`src/hw/rtl/wcn_pkg.sv`:
```
// Shared types, constants and tables for the weighted corner normal block.
// No dependencies.
`default_nettype none

package wcn_pkg;

  localparam int MAX_CORNERS_DEF = 16;
  localparam int COORD_W         = 24;
  localparam int TOL_W           = 48;
  localparam int NORM_W          = 64;
  localparam int MAC_OP_W        = 33;
  localparam int ACC_W           = 66;
  localparam int CORD_W          = 31;

  localparam logic [31:0] PI_Q30      = 32'd3373259426;
  localparam logic [30:0] HALF_PI_Q30 = 31'd1686629713;

  typedef struct packed {
    logic issue;
    logic sub;
    logic clr;
  } mac_ctl_t;

  function automatic logic [31:0] atan_q30(input logic [4:0] idx);
    logic [31:0] v;
    unique case (idx)
      5'd0:  v = 32'h3243F6A8;
      5'd1:  v = 32'h1DAC6705;
      5'd2:  v = 32'h0FADBAFC;
      5'd3:  v = 32'h07F56EA6;
      5'd4:  v = 32'h03FEAB76;
      5'd5:  v = 32'h01FFD55B;
      5'd6:  v = 32'h00FFFAAA;
      5'd7:  v = 32'h007FFF55;
      5'd8:  v = 32'h003FFFEA;
      5'd9:  v = 32'h001FFFFD;
      5'd10: v = 32'h000FFFFF;
      5'd11: v = 32'h0007FFFF;
      5'd12: v = 32'h0003FFFF;
      5'd13: v = 32'h0001FFFF;
      5'd14: v = 32'h0000FFFF;
      5'd15: v = 32'h00007FFF;
      5'd16: v = 32'h00003FFF;
      5'd17: v = 32'h00001FFF;
      5'd18: v = 32'h00000FFF;
      5'd19: v = 32'h000007FF;
      5'd20: v = 32'h000003FF;
      5'd21: v = 32'h000001FF;
      5'd22: v = 32'h000000FF;
      5'd23: v = 32'h0000007F;
      5'd24: v = 32'h0000003F;
      5'd25: v = 32'h0000001F;
      5'd26: v = 32'h0000000F;
      5'd27: v = 32'h00000008;
      5'd28: v = 32'h00000004;
      5'd29: v = 32'h00000002;
      5'd30: v = 32'h00000001;
      default: v = 32'h00000000;
    endcase
    return v;
  endfunction

  // magnitude shift: left for positive amounts, truncating right otherwise
  function automatic logic [63:0] shmag(input logic [63:0] v, input logic signed [7:0] sh);
    logic [7:0] amt;
    logic [63:0] r;
    amt = sh[7] ? 8'(-sh) : 8'(sh);
    if (amt >= 8'd64) r = '0;
    else if (sh[7]) r = v >> amt[5:0];
    else r = v << amt[5:0];
    return r;
  endfunction

endpackage

`default_nettype wire

```
`src/hw/rtl/wcn_mac.sv`:
```
// Shared multiply-accumulate unit: registered 33x33 product, then accumulate.
// Depends on wcn_pkg.
`default_nettype none

module wcn_mac import wcn_pkg::*; (
  input  wire                          clk,
  input  wire                          rst_n,
  input  mac_ctl_t                     ctl,
  input  wire logic signed [MAC_OP_W-1:0] op_a,
  input  wire logic signed [MAC_OP_W-1:0] op_b,
  output logic signed [ACC_W-1:0]      acc
);

  logic signed [ACC_W-1:0] prod_r;
  logic signed [ACC_W-1:0] acc_r;
  logic                    sub_r;
  logic                    pend_r;

  always_ff @(posedge clk) begin
    if (!rst_n) begin
      pend_r <= 1'b0;
    end else begin
      pend_r <= ctl.issue && !ctl.clr;
    end
  end

  always_ff @(posedge clk) begin
    if (ctl.issue) begin
      prod_r <= op_a * op_b;
      sub_r  <= ctl.sub;
    end
    if (ctl.clr) begin
      acc_r <= '0;
    end else if (pend_r) begin
      acc_r <= sub_r ? acc_r - prod_r : acc_r + prod_r;
    end
  end

  assign acc = acc_r;

endmodule

`default_nettype wire

```
`config.mk`:
```
export PLATFORM = sky130hd
export DESIGN_NAME = wcn_mac
export DESIGN_NICKNAME = d
export VERILOG_FILES = /design/src/hw/rtl/wcn_pkg.sv /design/src/hw/rtl/wcn_mac.sv
export SDC_FILE = /design/constraint.sdc
export NUM_CORES = 2
export LEC_CHECK = 0
export BUFFER_PORTS_ARGS = -buffer_cell sky130_fd_sc_hd__buf_2
export CAP_MARGIN = 30
export CORE_AREA = 3 3 333 335
export DETAILED_ROUTE_END_ITERATION = 8
export DIE_AREA = 0 0 336 338
export HOLD_SLACK_MARGIN = 0.06
export SYNTH_ARGS = -nofsm -noshare
export SYNTH_HDL_FRONTEND = slang
export SYNTH_SLANG_ARGS = --single-unit
export TNS_END_PERCENT = 5
```
`constraint.sdc`:
```
create_clock -name clk -period 9.5 [get_ports clk]
set_clock_uncertainty 0.2 [all_clocks]
set_input_delay 0.475 -clock clk [delete_from_list [all_inputs] [get_ports clk]]
set_output_delay 0.475 -clock clk [all_outputs]
set_load 0.02 [all_outputs]
```
# After elaboration in Yosys (flattened, before gate mapping)
# Cells that the tools add are included.
dict set report totals {
  input_bits 71
  output_inout_bits 66
  elab_cells 10
  regBits 134
}
dict set report classes {
  n_addsub 2
  reduce_logical 2
  n_mul 1
  mux 1
}
# op n
set op_table {}
lappend op_table {{66-bit adder} 1}
lappend op_table {{33-bit by 33-bit multiplier with 66-bit output} 1}
lappend op_table {{66-bit two-way mux} 1}
lappend op_table {{66-bit subtractor} 1}
lappend op_table {{1-bit logical AND} 1}
lappend op_table {{1-bit logical NOT} 1}

# Depth between registers and ports, before layout
dict set report depth {
  word_depth 2
  ltp_mapped 30
  mapped_depth_nobuf 28
}

# Worst setup path before layout
# Ideal clock, no wire load.
dict set report synth_timing {
  path_kind {input -> register}
  start {input op_a[16]}
  end {register prod_r[63], data pin}
  slack_ns 1.539
  cell_stages 28
  arrival_ns 7.490
  setup_time_ns 0.271
  cell_sequence {clkbuf_1 -> nand2_1 -> fa_1 -> inv_1 -> fa_1 -> inv_1 -> fa_1 -> inv_1 -> fa_1 -> inv_1 -> fa_1 -> inv_1 -> fa_1 -> fa_1 -> inv_1 -> fa_1 -> inv_1 -> ha_1 -> clkbuf_1 -> nand4_1 -> or4b_2 -> a21oi_1 -> o31ai_1 -> a211oi_1 -> nor2_1 -> o211ai_1 -> a2111o_1 -> o2111ai_1}
}
dict set report synth_between {
  elab_chain_len 1
}
# item line_no
set synth_lines {}
lappend synth_lines {{start: declaration} wcn_mac.sv:9} ;# input wire logic signed [MAC_OP_W-1:0] op_a,
lappend synth_lines {{33-bit by 33-bit multiplier with 66-bit output} wcn_mac.sv:29} ;# prod_r <= op_a * op_b;
lappend synth_lines {{end signal: assignment} wcn_mac.sv:29}
lappend synth_lines {{end: declaration} wcn_mac.sv:14} ;# logic signed [ACC_W-1:0] prod_r;
# Every way passes these cells.
# A chain may end at the register's enable or synchronous reset.

# Worst setup path after layout
dict set report layout_timing {
  start {input op_a[15]}
  end {register prod_r[62], data pin}
}
# Same word-level chain as after synthesis.

==> qor.csv <==
metric,value,unit
run_status,"finished, final reports clean",
wire_length_of_the_first_global_routing_pass,218,mm
drt-met1-wl,63.9,mm
cts_root_buf,clkbuf_16,
floorplan.rows,121,
cts-buffers-inserted,17,
tightest_slew,0.969,ns
postRouteAntennaNets,0,
synth_top_area_share,47.2,%
die-width,336,µm
synth.avg_cell_area,9.07,µm²
worst_slew_margin_rel,35.4,%
combined_area_of_all_synthesized_cells,48600,µm²
tritoncts_clock_tree,yes,
worst_hold_path.num_cells,2,
dieArea,114000,µm²
critical_path.most_common_cell,fa_1,
route.vias.total,35572,
num-fill-cells,10488,
synth.yosys.warnings,0,
cap_violations,0,
clock_sinks,134,
met3WireLength,11.2,mm
critPathRequiredTime,9.53,ns
initialDrtViolationCount,2483,
drc_errors,0,
post_synth_xor_area_fraction,3.33,%
fp.coreArea,108000,µm²
wl_per_cell,20.1,µm
synthMuxAreaShare,0.845,%
crit_type,in2reg,
grt_overflow,0,
synth.largest_area_cell,fa_1,
synthAdderAreaFrac,54.5,%
maxClockFrequency,0.116,GHz
routed-wl-met2,59.4,mm
critPathCaptureType,flop,
synth_ff_type,edfxtp_1,
synth.area.top_cells,"fa_1 (47%), inv_1 (9.2%), ha_1 (7.3%), and2_1 (6.9%), nand2_1 (5.0%)",
worst_setup_path_start_kind,input pin,
initial_antenna_violation_count,3,
main_combinational_cell_family_by_area_after_synthesis,adder cells,
fin_nets,6819,
synth_nets,6856,
slew_violations,0,
grt_start_max_net_pins,87,
finalCritPeriodShare,90.9,%
ios,137,
clk_pin_slew_worst_paths,0.06,ns
drt_wl_total,136,mm
reg2regPathDepth,18,
hp-class,in2reg,
ys_seq_area_share,6.90,%
synth_simple_gate_area_share,16.4,%
synth-compound-area-share,6.74,%
final_layout_size_suffix_gt1_share,4.91,%
report.final.hold_viol_count,0,
fp.dieH,338,µm
io_buffers,136,
syn2layout_area_growth,5.64,%
rsz0062_at_grt,false,
gp_routability_congestion,0.953,
setup_total_negative_slack,0,ns
synth.cells.most_frequent,"inv_1 (1197), fa_1 (1146), nand2_1 (646), and2_1 (533), ha_1 (283)",
highest_cell_delay_on_the_worst_timing_path,0.62,ns
post_synth_num_cell_types,75,
place.detailed.hpwl,113,mm
worstPathArrival,8.67,ns
grt_usage,24.7,%
number_of_enable_flip_flop_cells_after_synthesis,67,
timing.critical_path.slowest_stage_cell,buf_2,
timing.final.setup_violations,0,
vias_per_cell,5.27,
final.min_clock_period,8.64,ns
yosysMostFrequentCell,inv_1,
first_pass_iters,5,
synth_seq_cells,134,
cts_max_path_buffers,2,
syn-instance-count,5356,
post_synth_arst_share,0,%
dr.max_layer_used,met4,
clk-insertion-delay-late,0.43,ns
cts-htree-levels,4,
vias_in_the_first_global_route,37782,
cts-resized-gates,0,
timing.critical_path.fanout_max,33,
initial_core_util,44.8,%
## worst paths after layout
check / endpoint / slack (ns) / startpoint
max: prod_r[62] / 0.86 / op_a[15]
min: pend_r / 0.10 / rst_n
max reg2reg: acc[65] / 2.88 / prod_r[8]
min reg2reg: acc[65] / 0.29 / acc[65]
## metrics by stage
stage | hold WS, ns | util [%] | worst slack (ns) | std cells | instance area (µm²)
finish | 0.100 | 47.3 | 0.861 | 6749 | 51300
detailed placement | 0.284 | 46.7 | 0.421 | 6713 | 50600
global placement | 0.282 | 46.7 | 0.431 | 6713 | 50600
floorplan | 0.349 | - | 1.54 | 5356 | 48600
global route | 0.0903 | 47.3 | 0.405 | 6746 | 51300
CTS | 0.0763 | 47.3 | 0.881 | 6746 | 51300
## placed cells by master, fill, tap and decap left out, drive strengths merged, types with 7 or more instances in the layout
cell type and n:
nor3b 14, o21a 22, xor2 53, nand3 28, and2 534, edfxtp 67, or2 9, nor2b 17
o21bai 30, nand2b 32, nor3 38, a211oi 20, xnor2 131, o211ai 15, a21boi 12, mux2i 41
nor4 11, clkbuf 17, or4 9, o21ai 74, and4 7, and3 18, nand2 646, ha 283
o22ai 10, dfxtp 67, inv 1201, or3 13, fa 1146, nor2 175, buf 208, a31oi 21
a21o 70, nand4 27, o31ai 17, a21oi 169
## timing repair
action	CTS	global route
hold buffers	1	0
endpoints found under the hold margin	1	0
setup buffers	0	0
## state kept, by name (all words and copies together), names as in the netlist
| signal | cells |
|---|---|
| acc | 66 |
| pend_r | 1 |
| prod_r | 66 |
| sub_r | 1 |
## logic make-up after synthesis
kind of cell	after synthesis
AO/OA/AOI/OAI	511
XOR/XNOR	184
adder cells (fa/ha/maj)	1429
buffers and inverters	1463
flip-flops	134
multiplexers	41
AND/OR/NAND/NOR	1594
## layer usage
layer / track usage (%) / vias up
li1: - / 15969
met4: 3.21 / 0
met3: 4.40 / 92
met2: 38.2 / 1217
met5: 0 / -
met1: 37.2 / 18294
## critical path, delay by kind of cell
family / cells / cell delay (ns)
AO/OA/AOI/OAI: 7 / 1.82
adder cells (fa/ha/maj): 9 / 4.37
buffers and inverters: 7 / 1.23
AND/OR/NAND/NOR: 3 / 0.75
## area by class of cell
cell class                      count  area, µm²  share of cell area, %
Clock inverter                     15        249                  0.485
Sequential cell                   134       3360                   6.54
Multi-Input combinational cell   3759      39700                   77.4
Tap cell                         1414       1770                   3.45
Inverter                         1198       4500                   8.76
Antenna cell                        3       7.51                 0.0146
Timing Repair Buffer              209       1280                   2.50
Clock buffer                       17        425                  0.829
Power is not shown: default switching activity piles up to over one toggle a cycle in this logic, so the estimate is an artifact.
