<file path="src/hw/rtl/wcn_pkg.sv">
// Shared types, constants and tables for the weighted corner normal block.
// No dependencies.
`default_nettype none

package wcn_pkg;

  localparam int MAX_CORNERS_DEF = 16;
  localparam int COORD_W         = 24;
  localparam int TOL_W           = 48;
  localparam int NORM_W          = 64;
  localparam int MAC_OP_W        = 33;
  localparam int ACC_W           = 66;
  localparam int CORD_W          = 31;

  localparam logic [31:0] PI_Q30      = 32'd3373259426;
  localparam logic [30:0] HALF_PI_Q30 = 31'd1686629713;

  typedef struct packed {
    logic issue;
    logic sub;
    logic clr;
  } mac_ctl_t;

  function automatic logic [31:0] atan_q30(input logic [4:0] idx);
    logic [31:0] v;
    unique case (idx)
      5'd0:  v = 32'h3243F6A8;
      5'd1:  v = 32'h1DAC6705;
      5'd2:  v = 32'h0FADBAFC;
      5'd3:  v = 32'h07F56EA6;
      5'd4:  v = 32'h03FEAB76;
      5'd5:  v = 32'h01FFD55B;
      5'd6:  v = 32'h00FFFAAA;
      5'd7:  v = 32'h007FFF55;
      5'd8:  v = 32'h003FFFEA;
      5'd9:  v = 32'h001FFFFD;
      5'd10: v = 32'h000FFFFF;
      5'd11: v = 32'h0007FFFF;
      5'd12: v = 32'h0003FFFF;
      5'd13: v = 32'h0001FFFF;
      5'd14: v = 32'h0000FFFF;
      5'd15: v = 32'h00007FFF;
      5'd16: v = 32'h00003FFF;
      5'd17: v = 32'h00001FFF;
      5'd18: v = 32'h00000FFF;
      5'd19: v = 32'h000007FF;
      5'd20: v = 32'h000003FF;
      5'd21: v = 32'h000001FF;
      5'd22: v = 32'h000000FF;
      5'd23: v = 32'h0000007F;
      5'd24: v = 32'h0000003F;
      5'd25: v = 32'h0000001F;
      5'd26: v = 32'h0000000F;
      5'd27: v = 32'h00000008;
      5'd28: v = 32'h00000004;
      5'd29: v = 32'h00000002;
      5'd30: v = 32'h00000001;
      default: v = 32'h00000000;
    endcase
    return v;
  endfunction

  // magnitude shift: left for positive amounts, truncating right otherwise
  function automatic logic [63:0] shmag(input logic [63:0] v, input logic signed [7:0] sh);
    logic [7:0] amt;
    logic [63:0] r;
    amt = sh[7] ? 8'(-sh) : 8'(sh);
    if (amt >= 8'd64) r = '0;
    else if (sh[7]) r = v >> amt[5:0];
    else r = v << amt[5:0];
    return r;
  endfunction

endpackage

`default_nettype wire

</file>
<file path="src/hw/rtl/wcn_cordic.sv">
// Iterative CORDIC vectoring, one micro-rotation per cycle.
// Depends on wcn_pkg for the arctangent table.
`default_nettype none

module wcn_cordic import wcn_pkg::*; (
  input  wire                    clk,
  input  wire                    rst_n,
  input  wire                    start,
  input  wire logic [CORD_W-1:0] a_in,
  input  wire logic [CORD_W-1:0] b_in,
  output logic                   busy,
  output logic [CORD_W-1:0]      z_out
);

  logic signed [35:0] x_r, y_r, xs, ys;
  logic signed [33:0] z_r, at;
  logic [4:0]         i_r;
  logic               busy_r;

  assign xs = x_r >>> i_r;
  assign ys = y_r >>> i_r;
  assign at = signed'(34'(atan_q30(i_r)));

  always_ff @(posedge clk) begin
    if (!rst_n) begin
      busy_r <= 1'b0;
    end else if (start) begin
      busy_r <= 1'b1;
    end else if (busy_r && i_r == 5'd31) begin
      busy_r <= 1'b0;
    end
  end

  always_ff @(posedge clk) begin
    if (start) begin
      x_r <= 36'(a_in);
      y_r <= 36'(b_in);
      z_r <= '0;
      i_r <= '0;
    end else if (busy_r) begin
      if (!y_r[35]) begin
        x_r <= x_r + ys;
        y_r <= y_r - xs;
        z_r <= z_r + at;
      end else begin
        x_r <= x_r - ys;
        y_r <= y_r + xs;
        z_r <= z_r - at;
      end
      i_r <= i_r + 5'd1;
    end
  end

  always_comb begin
    if (z_r[33]) z_out = '0;
    else if (z_r > signed'(34'(HALF_PI_Q30))) z_out = HALF_PI_Q30;
    else z_out = z_r[CORD_W-1:0];
  end

  assign busy = busy_r;

endmodule

`default_nettype wire

</file>
<file path="config.mk">
export PLATFORM = sky130hd
export DESIGN_NAME = wcn_cordic
export DESIGN_NICKNAME = d
export VERILOG_FILES = /design/src/hw/rtl/wcn_pkg.sv /design/src/hw/rtl/wcn_cordic.sv
export SDC_FILE = /design/constraint.sdc
export NUM_CORES = 1
export LEC_CHECK = 0
export BUFFER_PORTS_ARGS = -buffer_cell sky130_fd_sc_hd__buf_2
export CORE_ASPECT_RATIO = 0.5
export CORE_MARGIN = 4
export CORE_UTILIZATION = 40
export DETAILED_ROUTE_END_ITERATION = 12
export MAX_ROUTING_LAYER = met4
export SYNTH_ARGS = -nofsm -noshare
export SYNTH_HDL_FRONTEND = slang
export SYNTH_SLANG_ARGS = --single-unit
</file>
<file path="constraint.sdc">
create_clock -name clk -period 5.4 [get_ports clk]
set_input_delay 0.81 -clock clk [delete_from_list [all_inputs] [get_ports clk]]
set_output_delay 0.81 -clock clk [all_outputs]
set_load 0.005 [all_outputs]
</file>
# == After elaboration in Yosys (flattened, before gate mapping) ==
# Memory sizes are Yosys's and may differ from the RTL's. A register that Yosys moved wholly into a read port is not among the register bits.
# Index checks and enable logic that the tools add are counted.
# classes
addsub,7
order_cmp,1
n_eq_ne,1
n_shift,2
mux,13
reduce_logical,3
# op_table
op,n
31-bit two-way mux,6
36-bit adder,2
36-bit two-way mux,2
36-bit by 5-bit >>> shifter with 36-bit output,2
36-bit subtractor,2
34-bit by 33-bit adder with 34-bit output,1
34-bit by 32-bit > comparator with 1-bit output (second input constant),1
34-bit two-way mux,1
34-bit by 33-bit subtractor with 34-bit output,1
5-bit two-way mux,2
5-bit by 1-bit adder with 5-bit output (second input constant),1
5-bit equality test (second input constant),1
2-bit nonzero test,2
1-bit two-way mux,2
1-bit logical AND,1
# word_totals
regBits,112
rom_bits,960
wordCells,35
n_memories,1
# memory_table
memory,words,width,read_ports,rd_clocked_by_memory_dff,write_ports,line,source
(name not given),32,30,1,1,0,wcn_pkg.sv:26,unique case (idx)

# == Logic depth before layout (Yosys ltp) ==
# logic_depth
depth_word,5
mapped_depth,28
mapped_depth_nobuf,22

# == Worst setup path after synthesis ==
# OpenSTA, ideal clock, no wires.
# synth_timing
path_kind,reg2reg
start,reg i_r[0]
end,reg x_r[35]
setup_ns,0.123
arrival_ns,5.446
t_required_ns,5.277
setup_slack_ns,-0.169
stages_incl_launch_ff,23
n_path_buf,4
period_less_slack_ns,5.569
cell_sequence,dfxtp_1 buf_6 buf_6 buf_6 buf_4 mux4_2 a221o_1 a21o_1 nor4_2 and4_1 and2_1 nor2_1 xor2_1 ha_1 and4_1 nand3_1 a2111oi_0 o211ai_1 o21ai_0 o21ai_0 a211o_1 nand2_1 mux2_1
# synth_via
elab_chain_cells,3
# synth_rtl
element,line,source
start: declaration,wcn_cordic.sv:17,logic [4:0] i_r;
start signal: assignment,wcn_cordic.sv:50,i_r <= i_r + 5'd1;
36-bit by 5-bit >>> shifter with 36-bit output (*),wcn_cordic.sv:21,assign ys = y_r >>> i_r;
36-bit adder / 36-bit subtractor (equally long branches),"wcn_cordic.sv:42, wcn_cordic.sv:46",
36-bit two-way mux (*),wcn_cordic.sv:41,if (!y_r[35]) begin
end signal: assignment,wcn_cordic.sv:36,x_r <= 36'(a_in);
end signal: assignment,wcn_cordic.sv:42,x_r <= x_r + ys;
end signal: assignment,wcn_cordic.sv:46,x_r <= x_r - ys;
end: declaration,wcn_cordic.sv:15,"logic signed [35:0] x_r, y_r, xs, ys;"
# Every way passes the cells marked *; elsewhere a longest branch is shown, timed or not.
# A chain may end at the register's enable or synchronous reset.

# == Worst setup path after layout ==
# layout_timing
start,reg i_r[1]
end,reg y_r[27] (data pin)
# layout_via
elab_chain_cells,5
# layout_rtl
element,line,source
36-bit by 5-bit >>> shifter with 36-bit output (*),wcn_cordic.sv:20,assign xs = x_r >>> i_r;
36-bit subtractor / 36-bit adder (equally long branches),"wcn_cordic.sv:43, wcn_cordic.sv:47",
36-bit two-way mux (*),wcn_cordic.sv:41,
31-bit two-way mux (*),wcn_cordic.sv:40,end else if (busy_r) begin
31-bit two-way mux (*),wcn_cordic.sv:35,if (start) begin
end signal: assignment,wcn_cordic.sv:37,y_r <= 36'(b_in);
end signal: assignment,wcn_cordic.sv:43,y_r <= y_r - xs;
end signal: assignment,wcn_cordic.sv:47,y_r <= y_r + xs;
end: declaration,wcn_cordic.sv:15,
# Every way passes the cells marked *; elsewhere a longest branch is shown, timed or not. The select of a mux whose other input is x is not followed.

==> results.sh <==
export IMPL_syn_inst=2365
export IMPL_vias_per_cell=6.004
export IMPL_layout_commonest_cell="buf_4"
export IMPL_grt_overflow=0
export IMPL_gp_congestion=1.059
export IMPL_maxCapViolCount=0
export IMPL_drive_gt1_share_pct=43.06
export IMPL_violations="setup timing"
export IMPL_use_met2_pct=49.13
export IMPL_routed_wl_mm=89.74
export IMPL_r2r_start="i_r[1]"
export IMPL_ant_nets=0
export IMPL_antenna_found_initial=0
export IMPL_cts_buffers=17
export IMPL_top_usage_layer="met2"
export IMPL_crit_fanout=7
export IMPL_grt_pass1_vias=21390
export IMPL_r2r_end="y_r[27]"
export IMPL_drtIter0Drc=2644
export IMPL_ys_top_cells_by_area="mux4_2, edfxtp_1, dfxtp_1"
export IMPL_synth_top_area_cell="mux4_2"
export IMPL_hold_viol=0
export IMPL_design_core_area_sq_mm=0.04744
export IMPL_most_common_layout_cells="buf_4, nand2_1, nor2_1"
export IMPL_clk_path_buf_depth=2
export IMPL_rrSetupSlack_ns=-0.30
export IMPL_wl_per_cell_microns=23.66
export IMPL_cp_start_kind="flop"
export IMPL_hp_class="reg2reg"
export IMPL_dpl_hpwl_mm=68.31
export IMPL_setup_slack_ns=-0.3035
export IMPL_placed_cell_area_sq_mm=0.02536
export IMPL_finalSetupViolCount=28
export IMPL_finalNonFillerCells=3793
export IMPL_hp_start="z_r[30]"
export IMPL_synth_edf_count=62
export IMPL_dp_cells=3653
export IMPL_dieWidth_microns=319.6
export IMPL_ys_types=99
export IMPL_fin_area_sq_mm=0.02881
export IMPL_min_to="z_r[30]"
export IMPL_critical_path_arrival_ns=5.91
export IMPL_min_period_ns=5.704
export IMPL_synth_warnings=0
export IMPL_ioPinCount=97
export IMPL_slew_viol_final=0
export IMPL_ys_seq_area_share_pct=17.83
export IMPL_synth_async_reset_ratio_pct=0
export IMPL_rsz0062_at_grt="yes"
export IMPL_clk_pin_slew_ns=0.07
export IMPL_met1_usage_pct=46.51
export IMPL_cts_tree="built"
export IMPL_ys_ff_latch=142
export IMPL_firstDrtPassIters=5
export IMPL_synthFlopType="dfxtp_1"
export IMPL_cts_sinks=142
export IMPL_holdPathStages=2
export IMPL_nets=3326
export IMPL_dp_slack_ns=-0.6177
export IMPL_start_util_pct=40.94
export IMPL_cts_max_level=4
export IMPL_dr_total_vias=22770
export IMPL_grt_max_degree=67
export IMPL_crit_type="reg2reg"
export IMPL_avgSynthCellArea_sq_um=8.212
export IMPL_timing_clock_skew_ns=0.03175
export IMPL_rows=56
export IMPL_io_buffers=96
export IMPL_drcViolationCount=0
export IMPL_worstPathRequired_ns=5.60
export IMPL_max_slew_margin_pct=18.83
export IMPL_die_area_sq_mm=0.05236
export IMPL_use_met3_pct=8.115
export IMPL_clk_latency_ns=0.49
export IMPL_status="finished, violations left"
export IMPL_finalCritPeriodShare_pct=105.6
export IMPL_fill_cells=4135
export IMPL_syn_nets=2550
export IMPL_r2r_cells=26
export IMPL_track_usage_pct=33.77
export IMPL_area_delta_synth_final_pct=48.33
export IMPL_yosys_area_top_type_share_pct=9.973
export IMPL_tightestPinTransition_ns=1.213
export IMPL_fmax_mhz=175.3
export IMPL_root_buffer="clkbuf_16"
export IMPL_die_y_microns=163.8
export IMPL_whs_ns=0.5204
export IMPL_syn_area_sq_mm=0.01942
export IMPL_endpoint_kind="flop"
export IMPL_grt_pass1_wl_mm=131.1
[through the flow]
stage	util [%]	setup TNS, ns
after floorplan	-	-0.01624
after global placement	53.45	-12.77
after detailed placement	53.45	-12.62
after CTS	57.64	-0.3129
after global routing	60.72	-8.855
final	60.73	-3.772
[Yosys cell counts (15+ instances only)]
master and instances:
mux2_2 32, nand2_1 235, nand2b_1 27, xnor2_1 88
or3_1 17, inv_1 72, o22ai_1 26, clkbuf_1 81
and3_1 25, o211ai_1 15, buf_2 31, a21o_1 45
dfxtp_1 80, nor2_1 195, o31ai_1 17, o21a_1 25
a211oi_1 35, nor3b_1 23, nor4_1 19, a31oi_1 42
nor3_1 60, or2_2 17, ha_1 117, nand3_1 31
o21ai_0 171, buf_6 16, a21oi_1 208, edfxtp_1 62
and2_1 25, xor2_1 72, nor2b_1 24, mux2i_1 106
mux4_2 86
[logic make-up after synthesis]
logic type | count (synthesis) | synth area share [%]
AOI/OAI and AO/OA | 735 | 24.39
xor gates and xnor gates | 160 | 7.216
and+or+nand+nor | 747 | 18.79
adders and majority gates | 120 | 7.847
buffers and inverters | 228 | 5.566
DFF | 142 | 17.83
muxes | 233 | 18.35
[critical path: stages, from the launching register on]
cell and delay, ns:
dfxtp_4 0.46, buf_12 0.17, buf_12 0.14, buf_4 0.13
mux4_2 0.54, mux4_2 0.53, a2bb2oi_4 0.19, o2111a_1 0.26
buf_4 0.12, buf_4 0.09, buf_4 0.12, nand2_1 0.08
nor2_1 0.21, a31oi_2 0.14, xor2_2 0.29, ha_4 0.26
nand3_1 0.08, a21oi_1 0.07, a211o_1 0.23, a221o_1 0.29
a31oi_1 0.17, buf_4 0.17, o21a_1 0.15, o21bai_1 0.08
a21oi_1 0.16, xor2_1 0.21, o21ai_1 0.08
[state kept, by name, summed over array words and instances (netlist names)]
signal	flops
at	30
busy	1
i_r	5
x_r	36
y_r	36
z_r	34
[area by class of cell]
type | count | area, sq um | area share, %
antenna | 1 | 2.502 | 0.008687
clock buffer | 17 | 425.4 | 1.477
clock inverter | 15 | 145.1 | 0.5038
inverter | 76 | 290.3 | 1.008
multi-input combinational | 1995 | 16660 | 57.83
sequential | 142 | 3483 | 12.09
tap | 638 | 798.3 | 2.771
timing repair buffer | 909 | 7004 | 24.31
[per-layer routing]
| layer | vias to the layer above | part of all wire, % |
|---|---|---|
| met5 | - | 0 |
| met4 | 0 | 3.2 |
| met3 | 145 | 9.5 |
| met2 | 1104 | 42 |
| met1 | 11050 | 45 |
| li1 | 10470 | - |
[how the worst max path moves through the flow]
stage	endpoint	from	slack, ns
after global routing	y_r[27]	i_r[1]	-0.44
after CTS	x_r[28]	i_r[1]	-0.10
after detailed placement	y_r[35]	i_r[1]	-0.62
final	y_r[27]	i_r[1]	-0.30
after floorplan	x_r[35]	i_r[0]	-0.02
after global placement	y_r[33]	i_r[1]	-0.55
[repair_timing]
item,in CTS,in global routing
hold buffers,0,0
pin swaps,98,154
gates resized for setup,191,250
gates cloned,3,0
setup buffers,61,51
setup endpoints to repair,40,44
Power is left out: the tool's default activity adds up to more than one toggle a clock period on the data nets, which glitch-free logic cannot reach.
